[src/rtl/ftqg_pkg.sv]
// ----------------------------------------------------------------------------
// ftqg_pkg
// Shared constants, types and register codes of the frame time governor.
// ----------------------------------------------------------------------------
package ftqg_pkg;

  localparam int WINDOW     = 60;
  localparam int DWELL      = 60;
  localparam int NUM_LEVELS = 5;

  localparam int FT_W    = 16;
  localparam int LVL_W   = 3;
  localparam int TOTAL_W = 22;
  localparam int FILLO_W = 6;
  localparam int CFG_IDX_W  = 2;
  localparam int CFG_DATA_W = 16;

  localparam int SUM_W   = $clog2(WINDOW * 65535 + 1);
  localparam int FILL_W  = $clog2(WINDOW + 1);
  localparam int DWELL_W = $clog2(DWELL + 1);
  localparam int TF_W    = FT_W + FILL_W;
  localparam int CMP_W   = ((SUM_W > TF_W) ? SUM_W : TF_W) + 7;

  localparam logic [FT_W-1:0]  RST_TARGET = 16'd4267;
  localparam int               RST_START  = 2;
  localparam logic [LVL_W-1:0] LVL_MAX    = LVL_W'(NUM_LEVELS - 1);
  localparam logic [LVL_W-1:0] LVL_RST    =
    LVL_W'((RST_START > NUM_LEVELS - 1) ? NUM_LEVELS - 1 : RST_START);

  typedef enum logic [CFG_IDX_W-1:0] {
    CFG_ADAPT_ENABLE = 2'd0,
    CFG_TARGET_TIME  = 2'd1,
    CFG_START_LEVEL  = 2'd2
  } cfg_idx_t;

  typedef struct packed {
    logic [SUM_W-1:0]  sum;
    logic [FILL_W-1:0] fill;
    logic [TF_W-1:0]   tf;
  } win_stat_t;

  typedef struct packed {
    logic             load;
    logic [LVL_W-1:0] value;
  } lvl_wr_t;

endpackage

[src/rtl/frame_time_quality_governor_unit.sv]
// ----------------------------------------------------------------------------
// frame_time_quality_governor_unit
// Moving-average quality governor with hysteresis over a frame-time window.
// ----------------------------------------------------------------------------
// One frame time is taken per clock while the result side does not stall, and
// one result follows per frame. The first stage shifts the value into the
// history chain, updates the running sum and fill count, and forms the
// target-times-fill product; the second runs the two threshold compares and
// updates the dwell count and level. A stall on the result side holds both
// stages and backs up onto the input. No clearing pass is needed after reset.
module frame_time_quality_governor_unit (
  input  logic                             clk,
  input  logic                             rst_n,
  input  logic                             in_valid,
  output logic                             in_stall,
  input  logic [ftqg_pkg::FT_W-1:0]        in_frame_time,
  output logic                             out_valid,
  input  logic                             out_stall,
  output logic [ftqg_pkg::LVL_W-1:0]       out_level,
  output logic                             out_lowered,
  output logic                             out_raised,
  output logic [ftqg_pkg::TOTAL_W-1:0]     out_window_total,
  output logic [ftqg_pkg::FILLO_W-1:0]     out_window_fill,
  input  logic                             cfg_valid,
  output logic                             cfg_ready,
  input  logic [ftqg_pkg::CFG_IDX_W-1:0]   cfg_index,
  input  logic [ftqg_pkg::CFG_DATA_W-1:0]  cfg_data
);
  import ftqg_pkg::*;

  logic            s1_v_r;
  logic            s1_v_nxt;
  logic            out_v_r;
  logic            out_v_nxt;
  logic            out_free;
  logic            take;
  logic            accept;
  logic            cfg_wr;
  logic            adapt_r;
  logic            adapt_nxt;
  logic [FT_W-1:0] target_r;
  logic [FT_W-1:0] target_nxt;
  win_stat_t       stat;
  lvl_wr_t         lvl_wr;

  assign cfg_ready = 1'b1;
  assign cfg_wr    = cfg_valid && cfg_ready;

  always_comb begin
    adapt_nxt    = adapt_r;
    target_nxt   = target_r;
    lvl_wr.load  = 1'b0;
    lvl_wr.value = LVL_W'(cfg_data);
    if (cfg_wr) begin
      case (cfg_index)
        CFG_ADAPT_ENABLE: adapt_nxt   = cfg_data[0];
        CFG_TARGET_TIME:  target_nxt  = cfg_data;
        CFG_START_LEVEL:  lvl_wr.load = 1'b1;
        default:          ;
      endcase
    end
  end

  always_comb begin
    out_free  = !out_v_r || !out_stall;
    take      = s1_v_r && out_free;
    in_stall  = s1_v_r && !out_free;
    accept    = in_valid && !in_stall;
    s1_v_nxt  = accept ? 1'b1 : (take ? 1'b0 : s1_v_r);
    out_v_nxt = take ? 1'b1 : (out_free ? 1'b0 : out_v_r);
  end

  always_ff @(posedge clk) begin
    if (!rst_n) begin
      s1_v_r   <= 1'b0;
      out_v_r  <= 1'b0;
      adapt_r  <= 1'b0;
      target_r <= RST_TARGET;
    end else begin
      s1_v_r   <= s1_v_nxt;
      out_v_r  <= out_v_nxt;
      adapt_r  <= adapt_nxt;
      target_r <= target_nxt;
    end
  end

  ftqg_window u_window (
    .clk         (clk),
    .rst_n       (rst_n),
    .load        (accept),
    .ft_in       (in_frame_time),
    .target_time (target_r),
    .stat        (stat)
  );

  ftqg_decide u_decide (
    .clk          (clk),
    .rst_n        (rst_n),
    .take         (take),
    .adapt_enable (adapt_r),
    .stat         (stat),
    .lvl_wr       (lvl_wr),
    .level        (out_level),
    .lowered      (out_lowered),
    .raised       (out_raised),
    .window_total (out_window_total),
    .window_fill  (out_window_fill)
  );

  assign out_valid = out_v_r;

`ifndef SYNTHESIS
  a_one_move: assert property (@(posedge clk) disable iff (!rst_n)
    !(out_valid && out_lowered && out_raised))
    else $error("lowered and raised in the same beat");

  a_fill_bound: assert property (@(posedge clk) disable iff (!rst_n)
    stat.fill <= FILL_W'(WINDOW))
    else $error("fill count beyond window");

  a_lower_step: assert property (@(posedge clk) disable iff (!rst_n)
    take && !lvl_wr.load |=> out_lowered ? (out_level == $past(out_level) - 1'b1) :
      (out_raised ? (out_level == $past(out_level) + 1'b1) :
      (out_level == $past(out_level))))
    else $error("level moved by more than one step");

  a_stall_hold: assert property (@(posedge clk) disable iff (!rst_n)
    in_stall |-> s1_v_r && out_v_r)
    else $error("input stalled with a free stage");
`endif

endmodule

[src/rtl/ftqg_cell.sv]
// ----------------------------------------------------------------------------
// ftqg_cell
// One history cell: holds a frame time and passes it on at each new beat.
// ----------------------------------------------------------------------------
module ftqg_cell (
  input  logic                      clk,
  input  logic                      rst_n,
  input  logic                      shift,
  input  logic [ftqg_pkg::FT_W-1:0] d,
  output logic [ftqg_pkg::FT_W-1:0] q
);
  import ftqg_pkg::*;

  logic [FT_W-1:0] val_r;
  logic [FT_W-1:0] val_nxt;

  always_comb begin
    val_nxt = shift ? d : val_r;
  end

  always_ff @(posedge clk) begin
    if (!rst_n) begin
      val_r <= '0;
    end else begin
      val_r <= val_nxt;
    end
  end

  assign q = val_r;

endmodule

[src/rtl/ftqg_window.sv]
// ----------------------------------------------------------------------------
// ftqg_window
// History chain, running sum, fill count and target-times-fill product.
// ----------------------------------------------------------------------------
module ftqg_window (
  input  logic                      clk,
  input  logic                      rst_n,
  input  logic                      load,
  input  logic [ftqg_pkg::FT_W-1:0] ft_in,
  input  logic [ftqg_pkg::FT_W-1:0] target_time,
  output ftqg_pkg::win_stat_t       stat
);
  import ftqg_pkg::*;

  logic [FT_W-1:0]   taps [WINDOW+1];
  logic [SUM_W-1:0]  sum_r;
  logic [SUM_W-1:0]  sum_nxt;
  logic [FILL_W-1:0] fill_r;
  logic [FILL_W-1:0] fill_nxt;
  logic [TF_W-1:0]   tf_r;
  logic [TF_W-1:0]   tf_nxt;

  assign taps[0] = ft_in;

  for (genvar i = 0; i < WINDOW; i++) begin : g_cell
    ftqg_cell u_cell (
      .clk   (clk),
      .rst_n (rst_n),
      .shift (load),
      .d     (taps[i]),
      .q     (taps[i+1])
    );
  end

  always_comb begin
    sum_nxt  = sum_r;
    fill_nxt = fill_r;
    tf_nxt   = tf_r;
    if (load) begin
      sum_nxt = sum_r - SUM_W'(taps[WINDOW]) + SUM_W'(ft_in);
      if (fill_r < FILL_W'(WINDOW)) begin
        fill_nxt = fill_r + 1'b1;
      end
      tf_nxt = TF_W'(target_time) * TF_W'(fill_nxt);
    end
  end

  always_ff @(posedge clk) begin
    if (!rst_n) begin
      sum_r  <= '0;
      fill_r <= '0;
      tf_r   <= '0;
    end else begin
      sum_r  <= sum_nxt;
      fill_r <= fill_nxt;
      tf_r   <= tf_nxt;
    end
  end

  assign stat.sum  = sum_r;
  assign stat.fill = fill_r;
  assign stat.tf   = tf_r;

endmodule

[src/rtl/ftqg_decide.sv]
// ----------------------------------------------------------------------------
// ftqg_decide
// Dwell count, threshold compares and quality level, with result registers.
// ----------------------------------------------------------------------------
module ftqg_decide (
  input  logic                          clk,
  input  logic                          rst_n,
  input  logic                          take,
  input  logic                          adapt_enable,
  input  ftqg_pkg::win_stat_t           stat,
  input  ftqg_pkg::lvl_wr_t             lvl_wr,
  output logic [ftqg_pkg::LVL_W-1:0]    level,
  output logic                          lowered,
  output logic                          raised,
  output logic [ftqg_pkg::TOTAL_W-1:0]  window_total,
  output logic [ftqg_pkg::FILLO_W-1:0]  window_fill
);
  import ftqg_pkg::*;

  logic [LVL_W-1:0]   level_r;
  logic [LVL_W-1:0]   level_nxt;
  logic [DWELL_W-1:0] dwell_r;
  logic [DWELL_W-1:0] dwell_nxt;
  logic               lowered_r;
  logic               lowered_nxt;
  logic               raised_r;
  logic               raised_nxt;
  logic [TOTAL_W-1:0] total_r;
  logic [FILLO_W-1:0] fill_r;
  logic               active;
  logic               too_slow;
  logic               too_fast;
  logic [CMP_W-1:0]   sum_w;
  logic [CMP_W-1:0]   tf_w;

  always_comb begin
    sum_w    = CMP_W'(stat.sum);
    tf_w     = CMP_W'(stat.tf);
    too_slow = (sum_w * CMP_W'(100)) > (tf_w * CMP_W'(115));
    too_fast = (sum_w * CMP_W'(5)) < (tf_w * CMP_W'(4));
    active   = adapt_enable && (stat.sum != '0);

    level_nxt   = level_r;
    dwell_nxt   = dwell_r;
    lowered_nxt = lowered_r;
    raised_nxt  = raised_r;

    if (lvl_wr.load && (lvl_wr.value <= LVL_MAX)) begin
      level_nxt = lvl_wr.value;
    end

    if (take) begin
      lowered_nxt = 1'b0;
      raised_nxt  = 1'b0;
      if (active) begin
        if (dwell_r < DWELL_W'(DWELL)) begin
          dwell_nxt = dwell_r + 1'b1;
        end
        if (dwell_nxt >= DWELL_W'(DWELL)) begin
          if (too_slow) begin
            if (level_r != '0) begin
              level_nxt   = level_r - 1'b1;
              dwell_nxt   = '0;
              lowered_nxt = 1'b1;
            end
          end else if (too_fast) begin
            if (level_r < LVL_MAX) begin
              level_nxt  = level_r + 1'b1;
              dwell_nxt  = '0;
              raised_nxt = 1'b1;
            end
          end
        end
      end
    end
  end

  always_ff @(posedge clk) begin
    if (!rst_n) begin
      level_r   <= LVL_RST;
      dwell_r   <= '0;
      lowered_r <= 1'b0;
      raised_r  <= 1'b0;
    end else begin
      level_r   <= level_nxt;
      dwell_r   <= dwell_nxt;
      lowered_r <= lowered_nxt;
      raised_r  <= raised_nxt;
    end
  end

  always_ff @(posedge clk) begin
    if (take) begin
      total_r <= TOTAL_W'(stat.sum);
      fill_r  <= FILLO_W'(stat.fill);
    end
  end

  assign level        = level_r;
  assign lowered      = lowered_r;
  assign raised       = raised_r;
  assign window_total = total_r;
  assign window_fill  = fill_r;

endmodule
[config.mk]
export PLATFORM = sky130hd
export DESIGN_NAME = frame_time_quality_governor_unit
export DESIGN_NICKNAME = d
export VERILOG_FILES = /design/src/rtl/ftqg_pkg.sv /design/src/rtl/frame_time_quality_governor_unit.sv /design/src/rtl/ftqg_cell.sv /design/src/rtl/ftqg_window.sv /design/src/rtl/ftqg_decide.sv
export SDC_FILE = /design/constraint.sdc
export NUM_CORES = 2
export LEC_CHECK = 0
export BUFFER_PORTS_ARGS = -buffer_cell sky130_fd_sc_hd__buf_2
export CAP_MARGIN = 20
export CORE_UTILIZATION = 30
export CTS_CLUSTER_SIZE = 40
export DETAILED_ROUTE_END_ITERATION = 10
export GPL_ROUTABILITY_DRIVEN = 0
export PLACE_DENSITY = 0.49
export SLEW_MARGIN = 0
export SYNTH_ARGS = -nofsm -noshare
export SYNTH_HDL_FRONTEND = slang
export SYNTH_SLANG_ARGS = --single-unit
[constraint.sdc]
create_clock -name clk -period 7.8 [get_ports clk]
set_input_delay 0.78 -clock clk [delete_from_list [all_inputs] [get_ports clk]]
set_output_delay 0.78 -clock clk [all_outputs]
set_load 0.02 [all_outputs]
==> flow_summary.yaml <==
outcome:
  outcome: "finished, final reports clean"
pwr:
  powerDensity_nw_per_um2: 293
  leakage_nw: 20.5
  p_total_mw: 15.9
  peakVddDrop_v: 0.000193
worst_setup_path:
  reg2reg_depth: 27
  start_kind: "flop"
  worst-endpoint-arrival_ns: 7.11
  timing.reg2reg.setup_slack_ns: 1.26
  r2r_end: "u_decide.level[1]"
  end_kind: "flop"
  crit_fanout: 8
  critPathKind: "reg2reg"
  cp-endpoint: "u_decide.level[1]"
  regToRegStartpoint: "u_window.tf_r[6]"
  crit_path_start: "u_window.tf_r[6]"
  cp.required_ns: 8.37
placed_design:
  dp_cells: 7950
  port_buffers: 73
  hpwl_um: 67300
yosys:
  syn_avg_cell_area_um2: 8.01
  yosys.area.top_type: "dfxtp_1"
  ys.flop_type: "dfxtp_1"
  synth-async-reset-ratio: 0
  netlist_area_um2: 48400
  synth_seq_area_share: 0.447
  synthMostInstantiatedCell: "nand2_1"
  synth_edf_count: 28
  synthesis.nets: 6520
  yosysUniqueCellTypes: 80
  synth_common_cells: "nand2_1, a21oi_1, dfxtp_1, inv_1, clkbuf_1"
  synth_top_area_frac: 0.430
  ys_ff_latch: 1068
  yosysWarnings: 0
  synth_area_leaders: "dfxtp_1, nand2_1, a21oi_1, ha_1, fa_1"
  synth_cells: 6040
cells_and_area:
  register_area_um2: 21700
  fin_cells: 8159
  multi_input_area_um2: 24100
  n_fill_cell: 17200
  drive_gt1_frac: 0.0510
  layout-area-overhead-vs-synth_pct: 12.2
  diodes: 0
  fin_nets: 6387
clock_tree:
  cts_resized: 0
  cts_tree: "yes"
  clkSinkCount: 1068
  cts_max_level: 3
  clk_pin_slew_ns: 0.06
  cts_buffers: 115
  cts_setup_buffers: 0
  clock_latency_ns: 0.74
  cts_buffer_depth: 3
  cts_root_buffer: "clkbuf_16"
  hold_buffers: 0
sta:
  setup_viol: 0
  rsz0062_at_grt: "false"
  worstMarginPinSlew_ns: 1.17
  finalSetupTns_ns: 0
  hold_violations: 0
  drv_slew: 0
  fmax_ghz: 0.153
  min_period_ns: 6.54
  slew_headroom: 0.220
  fin_skew_ns: 0.0605
  fin_crit_sh: 0.838
floorplan:
  dieArea_um2: 163000
  rows: 147
  io_pins: 75
  die_x_um: 404
  start_util: 0.302
  chipHeight_um: 404
  core_area_um2: 160000
route:
  totalWireLength_um: 107000
  viasPerCell: 4.60
  drt-initial-drc-count: 2569
  final_antenna_net_count: 0
  vias: 37500
  dr.pass1.iters: 5
  wire_per_inst_um: 13.1
  drc: 0
global_routing:
  gr-total-overflow: 0
  antenna_found_initial: 1
  grt_first_pass_wirelength_um: 180000
  grt_start_max_net_pins: 264
  grt_pass1_vias: 35700
  grtUsageTotal: 0.130
min_path:
  holdCritPathClass: "in2reg"
job:
  maxCapViolCount: 0
## cell families after synthesis
logic type	synth area share
AO/OA/AOI/OAI	0.149
XOR/XNOR	0.0168
adder cells (fa/ha/maj)	0.137
buffers and inverters	0.0547
flip-flops	0.447
multiplexers	0.00127
other	0.0000775
AND/OR/NAND/NOR	0.194
## sequential cells by signal, summed over array words and instances, names as in the netlist
signal,cells
u_decide.window_total,22
u_window.sum_r,22
u_window.fill_r,6
target_r,16
u_decide.raised,1
u_window.g_cell.u_cell.q,960
u_decide.level,3
u_decide.lowered,1
adapt_r,1
u_decide.dwell_r,6
u_decide.window_fill,6
u_window.tf_r,22
out_valid,1
s1_v_r,1
## routing by layer
| layer | vias up | share of wire | global-route usage | wire (µm) |
|---|---|---|---|---|
| met1 | 17800 | 0.48 | 0.175 | 51500 |
| met2 | 355 | 0.47 | 0.217 | 50300 |
| met3 | 144 | 0.027 | 0.0200 | 2900 |
| li1 | 19300 | - | - | - |
| met4 | 0 | 0.021 | 0.0336 | 2260 |
| met5 | - | 0 | 0 | 0 |
## cell type report
cell class | instances | area share
inverter | 351 | 0.0244
multi-input combinational | 4268 | 0.444
timing repair buffer | 103 | 0.0134
tap | 2160 | 0.0497
clock buffer | 167 | 0.0606
sequential | 1068 | 0.399
clock inverter | 42 | 0.00942
## how the worst min path moves through the flow
stage / endpoint / slack [ns] / cells after the start / start
2_1_floorplan: u_window.g_cell[10].u_cell.q[0] / 0.43 / 2 / u_window.g_cell[9].u_cell.q[0]
3_3_place_gp: u_window.g_cell[54].u_cell.q[6] / 0.44 / 2 / u_window.g_cell[53].u_cell.q[6]
3_5_place_dp: u_window.g_cell[27].u_cell.q[3] / 0.44 / 2 / u_window.g_cell[26].u_cell.q[3]
4_1_cts: u_window.g_cell[0].u_cell.q[12] / 0.24 / 3 / in_frame_time[12]
5_1_grt: target_r[6] / 0.27 / 3 / cfg_data[6]
6_report: target_r[3] / 0.31 / 3 / cfg_data[3]
## layout by cell type (no fill, tap or decap), types with 6 or more instances in the layout
master,netlist,routed
and4_1,6,6
dfxtp_1,1040,1040
nand2_1,2133,2132
edfxtp_1,28,28
a31oi_1,6,6
xnor2_1,58,58
clkinv_2,0,23
clkbuf_8,0,20
and2_1,27,26
o21bai_1,15,15
nand3_1,30,30
nand2b_1,14,14
fa_1,146,146
o21a_1,18,18
clkbuf_1,343,31
o21ai_1,30,30
ha_1,295,295
buf_4,1,19
nand4_1,17,17
a211oi_1,15,15
a21o_1,42,42
nor3_1,24,24
a21oi_1,1096,1096
clkbuf_16,0,116
buf_2,1,73
o21ai_0,36,36
inv_1,351,350
or3_1,12,12
xor2_1,35,35
nor2b_1,11,11
and3_1,13,13
buf_12,0,11
nor2_1,90,90
o211ai_1,8,8
## where the power goes
| part | switching (mW) | internal (mW) | leakage [nW] | total, mW |
|---|---|---|---|---|
| Clock | 2.31 | 3.12 | 1.87 | 5.42 |
| Combinational | 2.87 | 1.89 | 9.94 | 4.76 |
| Sequential | 0.163 | 5.58 | 8.66 | 5.74 |
## worst max-delay path: stages (launching register included)
cell      delay, ns
dfxtp_1        0.43
inv_1          0.17
fa_1           0.56
inv_1          0.05
fa_1           0.45
ha_1           0.28
inv_1          0.05
fa_1           0.50
inv_1          0.04
ha_1           0.33
a21oi_1        0.08
o21ai_1        0.33
o22ai_1        0.14
a21oi_1        0.36
a21oi_1        0.16
a21oi_1        0.22
a21oi_1        0.11
xor2_1         0.16
ha_1           0.31
nand2_1        0.07
o211ai_1       0.10
o211ai_1       0.11
a21oi_1        0.12
a2111o_1       0.43
and2_1         0.27
o22ai_1        0.22
o21ai_1        0.09
o32a_1         0.28
## metrics by stage
step | worst slack, ns | instance area [µm²] | hold WS [ns] | utilization
after floorplan | 1.85 | 48400 | 0.432 | -
after global placement | 1.36 | 50500 | 0.437 | 0.315
after detailed placement | 1.24 | 50500 | 0.442 | 0.315
after CTS | 1.24 | 54300 | 0.243 | 0.339
after global routing | 0.733 | 54300 | 0.273 | 0.339
final | 1.26 | 54300 | 0.311 | 0.339
No activity file was read; power rests on OpenSTA's default activity.
